### src/hw/rtl/wfs_pkg.sv
// Package for the winnowing fingerprint selector: widths, defaults, config codes,
// controller state type, command/status structs and djb2 power helpers.
// No dependencies.
package wfs_pkg;

    // Default parameter values
    localparam int SHRED_BYTES_DEF      = 16;
    localparam int WINDOW_MAX_DEF       = 16;
    localparam int FINGERPRINT_BITS_DEF = 18;

    // Fixed field widths
    localparam int BYTE_W      = 8;
    localparam int HASH_W      = 32;
    localparam int OFFSET_W    = 32;
    localparam int WIN_CFG_W   = 5;
    localparam int CFG_DATA_W  = 32;
    localparam int CFG_INDEX_W = 1;

    localparam logic [HASH_W-1:0] DJB_SEED = 32'd5381;

    // Configuration register indexes
    localparam logic [CFG_INDEX_W-1:0] CFG_WINDOW_SIZE  = 1'b0;
    localparam logic [CFG_INDEX_W-1:0] CFG_BASE_ADDRESS = 1'b1;

    // Controller states
    typedef enum logic [2:0] {
        ST_IDLE,
        ST_HASH,
        ST_STORE,
        ST_DECIDE,
        ST_SCAN,
        ST_EMIT
    } t_state;

    // Controller to datapath
    typedef struct packed {
        logic load;         // input transfer: latch byte, shift history
        logic roll;         // rolling hash update
        logic store;        // write shred hash into window ring
        logic take_new;     // newest hash becomes the minimum
        logic scan_start;   // set up a window rescan
        logic scan_run;     // rescan in progress
        logic scan_commit;  // rescan result becomes the minimum
        logic emit;         // load output register
        logic finish;       // item done
    } t_cmd;

    // Datapath to controller
    typedef struct packed {
        logic have_shred;
        logic full_win;
        logic need_scan;
        logic hash_le;
        logic scan_done;
        logic out_free;
    } t_status;

    // 33^n modulo 2^32, elaboration time only
    function automatic logic [HASH_W-1:0] pow33(input int n);
        logic [HASH_W-1:0] r;
        int k;
        r = 32'd1;
        for (k = 0; k < n; k++) begin
            r = r * 32'd33;
        end
        return r;
    endfunction

    // Hash of an all-zero shred: seed * 33^n modulo 2^32
    function automatic logic [HASH_W-1:0] seed_term(input int n);
        logic [HASH_W-1:0] r;
        r = DJB_SEED * pow33(n);
        return r;
    endfunction

endpackage

### src/hw/rtl/winnowing_fingerprint_selector_unit.sv
// Winnowing fingerprint selector, top level. Each item is hashed; once a shred exists it
// is also stored and decided; a minimum update adds an emit step; a rescan reads the
// effective window (1 to WINDOW_MAX) through the single read port of the hash ring and
// then emits. One item at a time; a result waits in the output register while the next
// byte is taken, and an emit stalls until that register is free.
// Sync active-low reset clears section state, window_size 1, base_address 0; ring kept.
module winnowing_fingerprint_selector_unit #(
    parameter int SHRED_BYTES      = wfs_pkg::SHRED_BYTES_DEF,
    parameter int WINDOW_MAX       = wfs_pkg::WINDOW_MAX_DEF,
    parameter int FINGERPRINT_BITS = wfs_pkg::FINGERPRINT_BITS_DEF,
    localparam int M_TDATA_W = ((wfs_pkg::OFFSET_W + FINGERPRINT_BITS + 7) / 8) * 8
) (
    input  logic                             i_clk,
    input  logic                             i_rst_n,
    // input stream: tdata = data_byte[7:0]; tlast = last
    input  logic                             i_s_tvalid,
    output logic                             o_s_tready,
    input  logic [wfs_pkg::BYTE_W-1:0]       i_s_tdata,
    input  logic                             i_s_tlast,
    // output stream: tdata = feature_offset[31:0], feature_hash, zero pad
    output logic                             o_m_tvalid,
    input  logic                             i_m_tready,
    output logic [M_TDATA_W-1:0]             o_m_tdata,
    // config write: index 0 window_size, 1 base_address
    input  logic                             i_cfg_valid,
    output logic                             o_cfg_ready,
    input  logic [wfs_pkg::CFG_INDEX_W-1:0]  i_cfg_index,
    input  logic [wfs_pkg::CFG_DATA_W-1:0]   i_cfg_data
);
    import wfs_pkg::*;

    t_cmd                        cmd;
    t_status                     status;
    logic [OFFSET_W-1:0]         feature_offset;
    logic [FINGERPRINT_BITS-1:0] feature_hash;

    wfs_ctrl u_ctrl (
        .i_clk      (i_clk),
        .i_rst_n    (i_rst_n),
        .i_in_valid (i_s_tvalid),
        .o_in_ready (o_s_tready),
        .i_status   (status),
        .o_cmd      (cmd)
    );

    wfs_datapath #(
        .SHRED_BYTES      (SHRED_BYTES),
        .WINDOW_MAX       (WINDOW_MAX),
        .FINGERPRINT_BITS (FINGERPRINT_BITS)
    ) u_datapath (
        .i_clk            (i_clk),
        .i_rst_n          (i_rst_n),
        .i_data_byte      (i_s_tdata),
        .i_last           (i_s_tlast),
        .i_cfg_valid      (i_cfg_valid),
        .o_cfg_ready      (o_cfg_ready),
        .i_cfg_index      (i_cfg_index),
        .i_cfg_data       (i_cfg_data),
        .i_out_ready      (i_m_tready),
        .o_out_valid      (o_m_tvalid),
        .o_feature_offset (feature_offset),
        .o_feature_hash   (feature_hash),
        .i_cmd            (cmd),
        .o_status         (status)
    );

    // Pack result fields, offset in the low bits
    assign o_m_tdata = M_TDATA_W'({feature_hash, feature_offset});

    // Output register is only loaded when its previous result is gone
    a_emit_free: assert property (@(posedge i_clk) disable iff (!i_rst_n)
        cmd.emit |-> (!o_m_tvalid || i_m_tready))
        else $error("result loaded over a pending result");

    // No datapath step runs while a byte can be taken
    a_idle_quiet: assert property (@(posedge i_clk) disable iff (!i_rst_n)
        o_s_tready |-> !(cmd.roll || cmd.store || cmd.scan_run || cmd.emit))
        else $error("datapath busy while input ready");

    // An accepted byte is hashed in the next cycle
    a_load_roll: assert property (@(posedge i_clk) disable iff (!i_rst_n)
        (i_s_tvalid && o_s_tready) |=> cmd.roll)
        else $error("accepted byte not hashed");

    // A rescan setup is followed by the scan itself
    a_scan_follow: assert property (@(posedge i_clk) disable iff (!i_rst_n)
        cmd.scan_start |=> (cmd.scan_run && !status.scan_done))
        else $error("rescan did not start");

endmodule

### src/hw/rtl/wfs_ctrl.sv
// Controller state machine of the winnowing fingerprint selector.
// Sequences hash, store, decide, rescan and emit steps. Depends on wfs_pkg.
module wfs_ctrl (
    input  logic              i_clk,
    input  logic              i_rst_n,
    input  logic              i_in_valid,
    output logic              o_in_ready,
    input  wfs_pkg::t_status  i_status,
    output wfs_pkg::t_cmd     o_cmd
);
    import wfs_pkg::*;

    t_state r_state;
    t_state n_state;

    // State register
    always_ff @(posedge i_clk) begin
        if (!i_rst_n) begin
            r_state <= ST_IDLE;
        end else begin
            r_state <= n_state;
        end
    end

    // Next state
    always_comb begin
        n_state = r_state;
        unique case (r_state)
            ST_IDLE: begin
                if (i_in_valid) n_state = ST_HASH;
            end
            ST_HASH: begin
                n_state = i_status.have_shred ? ST_STORE : ST_IDLE;
            end
            ST_STORE: begin
                n_state = ST_DECIDE;
            end
            ST_DECIDE: begin
                if (!i_status.full_win)      n_state = ST_IDLE;
                else if (i_status.need_scan) n_state = ST_SCAN;
                else if (i_status.hash_le)   n_state = ST_EMIT;
                else                         n_state = ST_IDLE;
            end
            ST_SCAN: begin
                if (i_status.scan_done) n_state = ST_EMIT;
            end
            ST_EMIT: begin
                if (i_status.out_free) n_state = ST_IDLE;
            end
            default: n_state = ST_IDLE;
        endcase
    end

    // Outputs
    always_comb begin
        o_in_ready = 1'b0;
        o_cmd      = '0;
        unique case (r_state)
            ST_IDLE: begin
                o_in_ready = 1'b1;
                o_cmd.load = i_in_valid;
            end
            ST_HASH: begin
                o_cmd.roll   = 1'b1;
                o_cmd.finish = !i_status.have_shred;
            end
            ST_STORE: begin
                o_cmd.store = 1'b1;
            end
            ST_DECIDE: begin
                o_cmd.scan_start = i_status.full_win && i_status.need_scan;
                o_cmd.take_new   = i_status.full_win && !i_status.need_scan
                                   && i_status.hash_le;
                o_cmd.finish     = !i_status.full_win
                                   || (!i_status.need_scan && !i_status.hash_le);
            end
            ST_SCAN: begin
                o_cmd.scan_run    = 1'b1;
                o_cmd.scan_commit = i_status.scan_done;
            end
            ST_EMIT: begin
                o_cmd.emit   = i_status.out_free;
                o_cmd.finish = i_status.out_free;
            end
            default: ;
        endcase
    end

endmodule

### src/hw/rtl/wfs_datapath.sv
// Datapath of the winnowing fingerprint selector: byte history, rolling djb2 hash,
// hash window ring memory, minimum tracking, rescan unit, config and output registers.
// Depends on wfs_pkg.
module wfs_datapath #(
    parameter int SHRED_BYTES      = wfs_pkg::SHRED_BYTES_DEF,
    parameter int WINDOW_MAX       = wfs_pkg::WINDOW_MAX_DEF,
    parameter int FINGERPRINT_BITS = wfs_pkg::FINGERPRINT_BITS_DEF
) (
    input  logic                               i_clk,
    input  logic                               i_rst_n,
    input  logic [wfs_pkg::BYTE_W-1:0]         i_data_byte,
    input  logic                               i_last,
    input  logic                               i_cfg_valid,
    output logic                               o_cfg_ready,
    input  logic [wfs_pkg::CFG_INDEX_W-1:0]    i_cfg_index,
    input  logic [wfs_pkg::CFG_DATA_W-1:0]     i_cfg_data,
    input  logic                               i_out_ready,
    output logic                               o_out_valid,
    output logic [wfs_pkg::OFFSET_W-1:0]       o_feature_offset,
    output logic [FINGERPRINT_BITS-1:0]        o_feature_hash,
    input  wfs_pkg::t_cmd                      i_cmd,
    output wfs_pkg::t_status                   o_status
);
    import wfs_pkg::*;

    localparam int PTR_W = (WINDOW_MAX > 1) ? $clog2(WINDOW_MAX) : 1;
    localparam int WIN_W = $clog2(WINDOW_MAX + 1);
    localparam int IW    = WIN_W + 1;
    localparam logic [HASH_W-1:0] TOP_POW   = pow33(SHRED_BYTES - 1);
    localparam logic [HASH_W-1:0] SEED_TERM = seed_term(SHRED_BYTES);

    // Configuration
    logic [WIN_CFG_W-1:0] r_win_size;
    logic [OFFSET_W-1:0]  r_base;

    // Section state
    logic [BYTE_W-1:0]   r_hist [SHRED_BYTES];  // index 0 newest
    logic [HASH_W-1:0]   r_sum;                 // weighted byte sum, hash = seed term + sum
    logic [HASH_W-1:0]   r_count;
    logic [PTR_W-1:0]    r_ptr;                 // ring slot of next shred
    logic [HASH_W-1:0]   r_min_hash;
    logic [OFFSET_W-1:0] r_min_pos;
    logic                r_min_valid;
    logic                r_last;

    // Per-item payload
    logic [BYTE_W-1:0]   r_byte;
    logic [HASH_W-1:0]   r_prod;
    logic [HASH_W-1:0]   r_hash;
    logic [OFFSET_W-1:0] r_s;
    logic [PTR_W-1:0]    r_wptr;

    // Rescan unit
    logic [HASH_W-1:0]   r_mem [WINDOW_MAX];
    logic [HASH_W-1:0]   r_rdata;
    logic [PTR_W-1:0]    r_addr;
    logic [OFFSET_W-1:0] r_pos;
    logic [OFFSET_W-1:0] r_rpos;
    logic [WIN_W-1:0]    r_cnt;
    logic                r_rv;
    logic                r_first;
    logic [HASH_W-1:0]   r_best;
    logic [OFFSET_W-1:0] r_best_pos;

    // Output register
    logic                        r_out_valid;
    logic [OFFSET_W-1:0]         r_off;
    logic [FINGERPRINT_BITS-1:0] r_fp;

    logic [HASH_W-1:0]   diff;
    logic [HASH_W-1:0]   n_sum;
    logic [HASH_W-1:0]   hash_now;
    logic [PTR_W-1:0]    n_ptr;
    logic [WIN_W-1:0]    weff;
    logic [WIN_W-1:0]    wm1;
    logic [OFFSET_W-1:0] start;
    logic [IW-1:0]       start_sum;
    logic [PTR_W-1:0]    start_slot;
    logic                sec_clear;
    logic                out_free;

    assign o_cfg_ready = 1'b1;

    // Config register writes
    always_ff @(posedge i_clk) begin
        if (!i_rst_n) begin
            r_win_size <= WIN_CFG_W'(1);
            r_base     <= '0;
        end else if (i_cfg_valid) begin
            unique case (i_cfg_index)
                CFG_WINDOW_SIZE:  r_win_size <= i_cfg_data[WIN_CFG_W-1:0];
                CFG_BASE_ADDRESS: r_base     <= i_cfg_data[OFFSET_W-1:0];
                default: ;
            endcase
        end
    end

    // Effective window: zero acts as one, clamp to ring depth
    always_comb begin
        if (r_win_size == '0)                   weff = WIN_W'(1);
        else if (int'(r_win_size) > WINDOW_MAX) weff = WIN_W'(WINDOW_MAX);
        else                                    weff = WIN_W'(r_win_size);
    end
    assign wm1 = weff - WIN_W'(1);

    // Rolling djb2: drop oldest byte weight, times 33, add newest
    assign diff     = r_sum - r_prod;
    assign n_sum    = (diff << 5) + diff + HASH_W'(r_byte);
    assign hash_now = SEED_TERM + r_sum;
    assign n_ptr    = (r_ptr == PTR_W'(WINDOW_MAX - 1)) ? '0 : r_ptr + PTR_W'(1);

    // Window start and its ring slot
    assign start     = r_s - OFFSET_W'(wm1);
    assign start_sum = IW'(r_wptr) + IW'(WINDOW_MAX) - IW'(wm1);
    assign start_slot = (start_sum >= IW'(WINDOW_MAX)) ?
                        PTR_W'(start_sum - IW'(WINDOW_MAX)) : PTR_W'(start_sum);

    assign sec_clear = i_cmd.finish && r_last;
    assign out_free  = !r_out_valid || i_out_ready;

    // Section state, cleared after the last byte
    always_ff @(posedge i_clk) begin
        if (!i_rst_n || sec_clear) begin
            for (int k = 0; k < SHRED_BYTES; k++) r_hist[k] <= '0;
            r_sum       <= '0;
            r_count     <= '0;
            r_ptr       <= '0;
            r_min_hash  <= '0;
            r_min_pos   <= '0;
            r_min_valid <= 1'b0;
            r_last      <= 1'b0;
        end else begin
            if (i_cmd.load) begin
                r_hist[0] <= i_data_byte;
                for (int k = 1; k < SHRED_BYTES; k++) r_hist[k] <= r_hist[k-1];
                r_count <= r_count + HASH_W'(1);
                r_last  <= i_last;
                // count wrap restarts the ring slot at zero
                if (r_count == '1) r_ptr <= '0;
            end
            if (i_cmd.roll) r_sum <= n_sum;
            if (i_cmd.store) r_ptr <= n_ptr;
            if (i_cmd.take_new) begin
                r_min_hash <= r_hash;
                r_min_pos  <= r_s;
            end
            if (i_cmd.scan_commit) begin
                r_min_hash  <= r_best;
                r_min_pos   <= r_best_pos;
                r_min_valid <= 1'b1;
            end
        end
    end

    // Per-item payload registers
    always_ff @(posedge i_clk) begin
        if (i_cmd.load) begin
            r_byte <= i_data_byte;
            r_prod <= HASH_W'(r_hist[SHRED_BYTES-1]) * TOP_POW;
        end
        if (i_cmd.store) begin
            r_hash <= hash_now;
            r_s    <= r_count - OFFSET_W'(SHRED_BYTES);
            r_wptr <= r_ptr;
        end
    end

    // Hash window ring memory
    always_ff @(posedge i_clk) begin
        if (i_cmd.store) r_mem[r_ptr] <= hash_now;
        if (i_cmd.scan_run && r_cnt != '0) r_rdata <= r_mem[r_addr];
    end

    // Rescan control: one read issued per cycle, compared the cycle after
    always_ff @(posedge i_clk) begin
        if (!i_rst_n) begin
            r_cnt   <= '0;
            r_rv    <= 1'b0;
            r_first <= 1'b0;
        end else if (i_cmd.scan_start) begin
            r_cnt   <= weff;
            r_rv    <= 1'b0;
            r_first <= 1'b1;
        end else if (i_cmd.scan_run) begin
            r_rv <= (r_cnt != '0);
            if (r_cnt != '0) r_cnt <= r_cnt - WIN_W'(1);
            if (r_rv) r_first <= 1'b0;
        end
    end

    // Rescan payload: address walk and rightmost minimum
    always_ff @(posedge i_clk) begin
        if (i_cmd.scan_start) begin
            r_addr <= start_slot;
            r_pos  <= start;
        end else if (i_cmd.scan_run) begin
            if (r_cnt != '0) begin
                r_addr <= (r_addr == PTR_W'(WINDOW_MAX - 1)) ? '0 : r_addr + PTR_W'(1);
                r_pos  <= r_pos + OFFSET_W'(1);
            end
            r_rpos <= r_pos;
            if (r_rv && (r_first || r_rdata <= r_best)) begin
                r_best     <= r_rdata;
                r_best_pos <= r_rpos;
            end
        end
    end

    // Output register
    always_ff @(posedge i_clk) begin
        if (!i_rst_n) begin
            r_out_valid <= 1'b0;
        end else if (i_cmd.emit) begin
            r_out_valid <= 1'b1;
        end else if (i_out_ready) begin
            r_out_valid <= 1'b0;
        end
    end

    always_ff @(posedge i_clk) begin
        if (i_cmd.emit) begin
            r_off <= r_base + r_min_pos;
            r_fp  <= r_min_hash[FINGERPRINT_BITS-1:0];
        end
    end

    assign o_out_valid      = r_out_valid;
    assign o_feature_offset = r_off;
    assign o_feature_hash   = r_fp;

    // Status to controller
    assign o_status.have_shred = (r_count >= HASH_W'(SHRED_BYTES));
    assign o_status.full_win   = (r_s >= OFFSET_W'(wm1));
    assign o_status.need_scan  = !r_min_valid || (r_min_pos < start);
    assign o_status.hash_le    = (r_hash <= r_min_hash);
    assign o_status.scan_done  = (r_cnt == '0) && !r_rv;
    assign o_status.out_free   = out_free;

endmodule
### config.mk
export PLATFORM = sky130hd
export DESIGN_NAME = winnowing_fingerprint_selector_unit
export DESIGN_NICKNAME = d
export VERILOG_FILES = /design/src/hw/rtl/wfs_pkg.sv /design/src/hw/rtl/winnowing_fingerprint_selector_unit.sv /design/src/hw/rtl/wfs_ctrl.sv /design/src/hw/rtl/wfs_datapath.sv
export SDC_FILE = /design/constraint.sdc
export NUM_CORES = 2
export LEC_CHECK = 0
export BUFFER_PORTS_ARGS = -buffer_cell sky130_fd_sc_hd__buf_2
export CAP_MARGIN = 40
export CORE_MARGIN = 2
export CORE_UTILIZATION = 30
export CTS_BUF_LIST = sky130_fd_sc_hd__clkbuf_2 sky130_fd_sc_hd__clkbuf_4 sky130_fd_sc_hd__clkbuf_8
export DETAILED_ROUTE_END_ITERATION = 16
export GPL_ROUTABILITY_DRIVEN = 0
export HOLD_SLACK_MARGIN = 0.03
export PLACE_DENSITY = 0.57
export SYNTH_ARGS = -nofsm -noshare
export SYNTH_HDL_FRONTEND = slang
export SYNTH_SLANG_ARGS = --single-unit
export TNS_END_PERCENT = 20
### constraint.sdc
create_clock -name i_clk -period 9.5 [get_ports i_clk]
set_input_delay 1.9 -clock i_clk [delete_from_list [all_inputs] [get_ports i_clk]]
set_output_delay 1.9 -clock i_clk [all_outputs]
set_load 0.005 [all_outputs]
==> flow_summary_export.csv <==
group,metric,value,unit
outcome,status,"finished clean",
die,die_h,429,um
routing,via_count,31610,
power,ir_worst_vdd,0.291,mV
timing,fin_crit,7.16,ns
yosys,yosys-top-cells-count,"edfxtp_1 (962), ha_1 (312), nor2_1 (253)",
clock_tree,cts_resized,0,
yosys,synth_seq_cells,1144,
routing,avgRoutedWirePerCell,18.1,um
yosys,synth_flop_cell,"edfxtp_1",
worst_setup_path,cp_top_family,"compound AO/OA/AOI/OAI gates",
power,p_total,15600,uW
worst_setup_path,r2r-start,"u_datapath.r_win_size[3]$_SDFFE_PN0P_",
worst_setup_path,crit_path_end,"u_datapath.r_hist[0][43]$_SDFFCE_PN0P_",
yosys,async_flop_share,0,%
power,p_per_area,251,nW/um2
yosys,synthesis.area,54200,um2
clock_tree,cts_tree,"yes",
routing,antenna_left,0,
yosys,synth_enable_flop_cells,962,
cells_and_area,regMostFlops,"u_datapath.r_mem",
clock_tree,htree_levels,4,
routing,via_per_inst,4.71,
clock_tree,path_clk_slew,0.06,ns
worst_setup_path,path_buf_inv,3,
routing,drt-total-wl,121000,um
timing,hold_viol_final,0,
yosys,syn-mean-instance-area,13.8,um2
die,core-area,180000,um2
clock_tree,clockRootBuffer,"clkbuf_8",
clock_tree,cts_setup_buffers,0,
timing,slew_viol_final,0,
cells_and_area,syn_to_final_growth,14.5,%
timing,fmax,140,MHz
global_route,met2_usage,22.4,%
die,initial_core_util,30.1,%
routing,drt_iter0_markers,2081,
cells_and_area,largest_reg_flops,512,
global_route,antenna_found_initial,5,
yosys,yosysTopAreaCell,"edfxtp_1",
timing,rsz0062_at_grt,"false",
worst_setup_path,required,10.07,ns
yosys,synth-warning-count,0,
worst_hold_path,worstHoldPathType,"register to register",
timing,worst_pin_slew,0.987,ns
die,io_pins,106,
yosys,synthTopCellsByArea,"edfxtp_1 (53%), ha_1 (7.2%), dfxtp_1 (6.7%), mux4_2 (6.6%), xnor2_1 (2.6%)",
die,dieArea,184000,um2
yosys,post-synth-top-count-cell,"edfxtp_1",
flow_run,maxCapViolations,0,
yosys,synth_top_area_share,53.3,%
clock_tree,cts_sinks,1144,
global_route,grt_pass1_vias,32395,
placed_design,io_buffers,98,
worst_setup_path,cp_slowest_cell,"or3_1",
worst_setup_path,crit_arrival,7.73,ns
yosys,netlist_instances,3933,
global_route,busiest_layer,"met2",
die,fp-row-count,156,
routing,route.detailed.drc,0,
placed_design,dp_hpwl,76200,um
timing,slew_headroom,34.2,%
global_route,grt-ovfl-total,0,
cells_and_area,top_regs,"u_datapath.r_mem x512, u_datapath.r_hist x128",
worst_setup_path,ff2ff_path_depth,25,
power,power.leakage,0.0230,uW
global_route,track_usage,13.2,%
timing,finalSetupTns,0,ns
global_route,grt_max_degree,134,
clock_tree,clock_path_buffers,3,
clock_tree,ctsHoldBuffers,0,
worst_setup_path,critPathLaunch,"u_datapath.r_win_size[3]$_SDFFE_PN0P_",
worst_setup_path,r2r_setup_slack,2.34,ns
cells_and_area,design.final.nets,4568,
worst_setup_path,cp-start-kind,"register",
worst_setup_path,critPathCaptureType,"register",
timing,fin_crit_sh,75.4,%
clock_tree,clk-insertion-delay-late,0.94,ns
worst_setup_path,cp_max_fo,65,
timing,finClkSkew,0.0863,ns
worst_setup_path,regToRegEndpoint,"u_datapath.r_hist[0][43]$_SDFFCE_PN0P_",
worst_setup_path,setup.worst_path.class,"register to register",
clock_tree,cts_buffers,196,
worst_setup_path,cp.depth,25,
worst_setup_path,critPathMostFrequentCell,"o21ai_0",
yosys,yosysUniqueCellTypes,78,
die,die_w,429,um
worst_setup_path,slowest_delay,0.53,ns
global_route,grt_pass1_wl,190000,um
cells_and_area,drive_gt1_share,18.5,%
yosys,seq_area_frac_synth,60.0,%
global_route,use_met3,2.48,%
timing,final-setup-viol-count,0,
routing,first_pass_iters,7,
global_route,grt_use_met1,17.1,%
[layer usage]
metal	up-vias	wire, um
li1	15131	-
met1	15635	54200
met2	650	59200
met3	192	5410
met4	2	2590
met5	-	11
[through the flow]
stage               util [%]  hold WS, ns  instances  worst slack (ns)  area, um2
floorplan                  -        0.400       3938             0.985      54300
global placement        32.0        0.401       6310              2.06      57600
CTS                     34.5        0.410       6704              2.29      62100
finish                  34.5        0.415       6707              2.34      62100
detailed placement      32.2        0.405       6335              2.34      57900
global route            34.5        0.420       6707              1.66      62100
[layout by cell type, fill, tap and decap left out, types with 18 or more instances in the layout]
cell type,count
a211oi_1,55
a211oi_2,32
a21boi_0,42
a21o_1,55
a21oi_1,162
a21oi_2,30
and2_1,61
and3_1,105
buf_2,101
buf_4,74
clkbuf_4,72
clkbuf_8,210
clkinv_1,46
clkinv_2,21
dfxtp_1,182
edfxtp_1,962
fa_1,45
ha_1,312
inv_1,227
mux2i_1,38
mux4_2,160
nand2_1,249
nand2b_1,35
nand3_1,53
nand4_1,28
nor2_1,240
nor2_2,20
nor2_4,23
nor2b_1,34
nor3_1,44
o211ai_1,18
o21a_1,24
o21ai_0,116
xnor2_1,158
xor2_1,98
[report_power, final]
group          switching [uW]  internal, uW  leakage (uW)  total, uW
Clock                    2080          2540       0.00219       4620
Combinational            2820          1950        0.0104       4770
Sequential                106          6110        0.0105       6220
Total                    5000         10600        0.0230      15600
[cell families (layout without fill, tap and decap cells)]
group / Yosys count / in the layout / synth area share, %
DFF: 1144 / 1144 / 60.0
and+or+nand+nor: 960 / 960 / 8.74
AOI/OAI and AO/OA: 628 / 628 / 7.85
buffers and inverters: 387 / 784 / 3.05
adders and majority gates: 357 / 357 / 8.86
xor gates and xnor gates: 257 / 257 / 4.15
muxes: 198 / 198 / 7.35
other: 2 / 9 / 0.0138
[area by class of cell]
cell class | instances | area (um2)
clock buffer | 282 | 3430
fill | 17399 | 118000
inverter | 228 | 856
timing repair buffer | 187 | 1340
sequential | 1144 | 32500
clock inverter | 87 | 697
multi-input combinational | 2407 | 20300
tap | 2370 | 2970
antenna | 2 | 5.00
[how the worst min path moves through the flow]
| stage | startpoint | to | slack (ns) | depth (start not counted) |
|---|---|---|---|---|
| finish | u_datapath.r_rpos[6]$_DFFE_PP_ | u_datapath.r_best_pos[6]$_DFFE_PP_ | 0.42 | 0 |
| CTS | u_datapath.r_min_hash[9]$_SDFFE_PP0P_ | u_datapath.o_feature_hash[9]$_DFFE_PP_ | 0.41 | 0 |
| detailed placement | u_datapath.r_rpos[17]$_DFFE_PP_ | u_datapath.r_best_pos[17]$_DFFE_PP_ | 0.40 | 0 |
| floorplan | u_datapath.r_rpos[0]$_DFFE_PP_ | u_datapath.r_best_pos[0]$_DFFE_PP_ | 0.40 | 0 |
| global route | u_datapath.r_min_hash[9]$_SDFFE_PP0P_ | u_datapath.o_feature_hash[9]$_DFFE_PP_ | 0.42 | 0 |
| global placement | u_datapath.r_rpos[8]$_DFFE_PP_ | u_datapath.r_best_pos[8]$_DFFE_PP_ | 0.40 | 0 |
No activity file was read; power rests on OpenSTA's default activity.
